==> config.mk <==
export PLATFORM = sky130hd
export DESIGN_NAME = vcdc_diff
export DESIGN_NICKNAME = d
export VERILOG_FILES = /design/src/hw/rtl/vcdc_pkg.sv /design/src/hw/rtl/vcdc_diff.sv
export SDC_FILE = /design/constraint.sdc
export NUM_CORES = 1
export LEC_CHECK = 0
export ABC_AREA = 1
export BUFFER_PORTS_ARGS = -buffer_cell sky130_fd_sc_hd__buf_2
export CORE_ASPECT_RATIO = 0.75
export CORE_MARGIN = 4
export CORE_UTILIZATION = 25
export DETAILED_ROUTE_END_ITERATION = 7
export PLACE_DENSITY = 0.44
export SLEW_MARGIN = 0
export SYNTH_ARGS = -nofsm -noshare
export SYNTH_HDL_FRONTEND = slang
export SYNTH_SLANG_ARGS = --single-unit
==> constraint.sdc <==
create_clock -name clk -period 1.8 [get_ports clk]
set_clock_uncertainty 0.2 [all_clocks]
set_input_delay 0.09 -clock clk [delete_from_list [all_inputs] [get_ports clk]]
set_output_delay 0.09 -clock clk [all_outputs]
set_load 0.02 [all_outputs]
==> src/hw/rtl/vcdc_pkg.sv <==
`timescale 1ns / 1ps
`default_nettype none
// ----------------------------------------------------------------------------
// vcdc_pkg
// Shared types and constants for the voxel capsule domain classifier.
// ----------------------------------------------------------------------------
package vcdc_pkg;

  // default coordinate width (Q16.8 signed)
  localparam int COORD_BITS_DEF = 24;

  localparam int LABEL_BITS   = 16;
  localparam int EDGE_BITS    = 8;
  localparam int OUT_BITS     = 8;
  localparam int NUM_STAGES   = 8;
  localparam int CFG_IDX_BITS = 3;

  localparam logic [EDGE_BITS-1:0] EDGE_LABEL_RST = 8'd2;

  // configuration register indexes
  typedef enum logic [CFG_IDX_BITS-1:0] {
    REG_HEAD_X,
    REG_HEAD_Y,
    REG_HEAD_Z,
    REG_TAIL_X,
    REG_TAIL_Y,
    REG_TAIL_Z,
    REG_RADIUS,
    REG_EDGE_LABEL
  } cfg_reg_t;

  // per-item decision flags, filled in as the item moves down the pipe
  typedef struct packed {
    logic fixed;      // label alone decides the result
    logic fixed_val;  // result when fixed
    logic degen;      // head equals tail
    logic near;       // inside head or tail sphere
    logic seg_ok;     // projection falls on the segment
  } ctl_t;

endpackage
`default_nettype wire

==> src/hw/rtl/vcdc_diff.sv <==
`timescale 1ns / 1ps
`default_nettype none
// ----------------------------------------------------------------------------
// vcdc_diff
// Stage 1: label decode and the three difference vectors h, t and d.
// ----------------------------------------------------------------------------
module vcdc_diff import vcdc_pkg::*; #(
  parameter int COORD_BITS = COORD_BITS_DEF
) (
  input  logic                         clk,
  input  logic                         en,
  input  logic [LABEL_BITS-1:0]        voxel_label,
  input  logic signed [COORD_BITS-1:0] pos [3],
  input  logic signed [COORD_BITS-1:0] head [3],
  input  logic signed [COORD_BITS-1:0] tail [3],
  input  logic [EDGE_BITS-1:0]         edge_label,
  output logic signed [COORD_BITS:0]   h_r [3],
  output logic signed [COORD_BITS:0]   t_r [3],
  output logic signed [COORD_BITS:0]   d_r [3],
  output ctl_t                         ctl_r
);

  localparam int DW = COORD_BITS + 1;

  logic signed [DW-1:0] h_nxt [3];
  logic signed [DW-1:0] t_nxt [3];
  logic signed [DW-1:0] d_nxt [3];
  ctl_t                 ctl_nxt;

  // differences to head, to tail, and the segment direction
  always_comb begin
    for (int i = 0; i < 3; i++) begin
      h_nxt[i] = DW'(pos[i]) - DW'(head[i]);
      t_nxt[i] = DW'(pos[i]) - DW'(tail[i]);
      d_nxt[i] = DW'(tail[i]) - DW'(head[i]);
    end
  end

  // background is always out, own label always in
  always_comb begin
    ctl_nxt.fixed     = (voxel_label == '0) ||
                        (voxel_label == LABEL_BITS'(edge_label));
    ctl_nxt.fixed_val = (voxel_label != '0);
    ctl_nxt.degen     = (head[0] == tail[0]) && (head[1] == tail[1]) &&
                        (head[2] == tail[2]);
    ctl_nxt.near      = 1'b0;
    ctl_nxt.seg_ok    = 1'b0;
  end

  always_ff @(posedge clk) begin
    if (en) begin
      h_r   <= h_nxt;
      t_r   <= t_nxt;
      d_r   <= d_nxt;
      ctl_r <= ctl_nxt;
    end
  end

endmodule
`default_nettype wire

==> impl_results.md <==
* Outcome: finished, violations left
* Failing checks: negative hold slack, negative setup slack
* Largest net degree at the start of global routing at 53
* FF/Latch Area at slightly below 7000 um2
* Final net count at 5463
* Vias at roughly 27000
* Min cycle time layout at 1.82 ns
* Synth top area share at 0.287
* Fmax at around 550 MHz
* DRC at 0
* YS warnings at 0
* Setup violators final at 1
* Tot GR Track Use at 0.211
* Vias/cell at 4.25
* Max incr delay on CP at 0.60 ns
* Die Height at between 200 and 300 um
* Area contributors post-synth: edfxtp_1 (29%), nand2_1 (25%), inv_1 (15%)
* Starting Density at 0.254
* DIE AREA at 101000 um2
* Core Region at 94100 um2
* Crit-path most repeated cell: dlygate4sd3_1
* Tcrit/Tclk final at 1.01
* Final core utilization at 0.378
* Largest delay share family, worst path: buffers and inverters
* Hold Crit Class: in -> reg
* Filler cell count at 10245
* Clock buffer count from CTS at 31
* Worst hold slack at -0.0114 ns
* Area of the multi-input gates at between 10000 and 15000 um2
* Post-Route WL at 111000 um
* Number of I/O port buffers at 469
* RSZ-0062 raised after global routing: true
* Vias in the first global route at 24787
* Sequential share of the synthesized area at 0.287
* Maxcap violations at 0
* First DRT Iteration DRCs at 2056
* Initial antenna violation count at 3
* CP Capture Type: register
* Share of cells above drive strength 1 at 0.249
* Max IR drop VDD at 872 uV
* Static Leak at 20.1 nW
* Cells after Synth at about 3800
* CP Buf/Inv Count at 4
* Crit path max fanout at 4
* Row cnt at 97
* HPWL after detailed placement at 94100 um
* WL/cell at 17.7 um
* Worst EP required at around 2.0 ns
* Crit-path slowest cell: dlygate4sd3_1
* Startpoint Class: input pin
* Setup tns final at -0.0208 ns
* Fin. max-slew vios at 0
* Largest area contributor in the netlist: edfxtp_1
* Pwr dens at ~700 nW/um2
* Clock root buffer: clkbuf_16
* H-Tree Depth at 1
* Sink Count at 228
* Antenna Violating Nets Remaining at 0
* Kind of critical path: in -> reg
* #FFs+latches synth at 228
* Die width at ~360 um
* Routability Congestion at just over 0.9
* DRT Pass-1 Iters at 7
* Area grow syn2layout at 48.8%
* Clock tree buffer depth at 3
* Clock-pin transition on the worst setup and hold timing paths at 0.07 ns
* Gr ovfl total at 0
* Placed Area at 31400 um2
* Syn Area/Cell at 6.24 um2
* Final Hold Fails at 1
* Ports at roughly 470
* TritonCTS clock tree: yes
* Design area at 35500 um2
* Fin worst setup slack at -0.0208 ns
* Critical Path AT at 2.02 ns
* Library cells used by synthesis at 25
* Global-route wire length before repair at 158000 um
* Post-synth design cell area at 23900 um2
* Cells along the critical path: dlygate4sd3_1, buf_2, ha_2, dlygate4sd3_1, buf_4, xor2_1
## area by class of cell
cell class / count / share of cell area
multi-input combinational: 2649 / 0.409
timing repair buffer: 1137 / 0.224
sequential: 228 / 0.193
inverter: 949 / 0.100
tap: 1237 / 0.0436
clock buffer: 34 / 0.0222
clock inverter: 23 / 0.00800
antenna: 1 / 0.0000705
## cells in the mapped netlist
library cell  instances
nand2_1            1567
a21oi_1             115
ha_1                216
edfxtp_1            228
nand2_2              25
fa_1                  9
nor3_1               20
nor2_1              243
conb_1                1
xor2_1              111
nand4_1              58
nor3b_1               1
or2_0                 5
xnor2_1              11
nor4_1                2
inv_1               948
or2_2                 4
or2_1                 2
nand3b_1             18
a22oi_1               1
nand3_1             183
and2_1               12
nor2_2               44
buf_4                 2
clkinv_1              1
## report_power, final
group          internal (mW)  switching, mW  leakage, nW
registers               6.95          0.383         2.23
clock network           3.89           2.83        0.512
logic                   4.43           6.68         17.3
## cells in the final DEF, fill, tap and decap left out, types with 48 or more instances in the layout
| master | count |
|---|---|
| nand2_1 | 1524 |
| inv_1 | 944 |
| buf_4 | 474 |
| buf_2 | 462 |
| edfxtp_1 | 228 |
| nor2_1 | 199 |
| dlygate4sd3_1 | 189 |
| nand3_1 | 177 |
| ha_1 | 166 |
| xor2_1 | 107 |
| a21oi_1 | 93 |
| nor2_2 | 74 |
| nand2_2 | 66 |
| nand4_1 | 58 |
| ha_4 | 48 |
## repair_timing
item | 4_1_cts | 5_1_grt
endpoints found under the setup margin | 0 | 125
resized for setup | 0 | 224
hold endpoints to repair | 389 | 5
hold buffers | 191 | 5
setup buffers | 0 | 2
## stage by stage
step | power, mW | hold WS, ns | std cells | setup WS [ns]
after floorplan | 12.5 | 0.00250 | 3828 | 0.0508
after global placement | 17.5 | 0.224 | 6008 | -0.496
after detailed placement | 17.5 | 0.226 | 6008 | -0.507
after CTS | 25.0 | -0.0167 | 6256 | 0.000259
after global routing | 26.7 | 0.0189 | 6258 | -0.0286
final | 25.2 | -0.0114 | 6258 | -0.0208
## final timing paths
path / endpoint / cells after the start / from
max: h_r[10]$_DFFE_PP_ / 6 / pos[10]
min: t_r[20]$_DFFE_PP_ / 5 / pos[20]
## cell families (layout without fill, tap and decap cells)
logic type	Yosys count	after routing	share of synthesized area
other	1	3	0.000157
adders and majority gates	225	225	0.121
buffers and inverters	951	2143	0.150
DFF	228	228	0.287
AOI/OAI and AO/OA	116	116	0.0244
xor gates and xnor gates	122	122	0.0448
and+or+nand+nor	2184	2184	0.373
## sequential cells by signal (all words and copies together), names as in the netlist
signal,flops
t_r,75
ctl_r,3
h_r,75
d_r,75
## layer usage
metal | GRT usage | share of wire | wire length [um]
met1 | 0.314 | 0.49 | 54700
met2 | 0.311 | 0.41 | 45000
met3 | 0.0463 | 0.078 | 8600
met4 | 0.0372 | 0.020 | 2270
met5 | 0.0110 | 0.0016 | 174
Power figures use the tool's default switching activity.
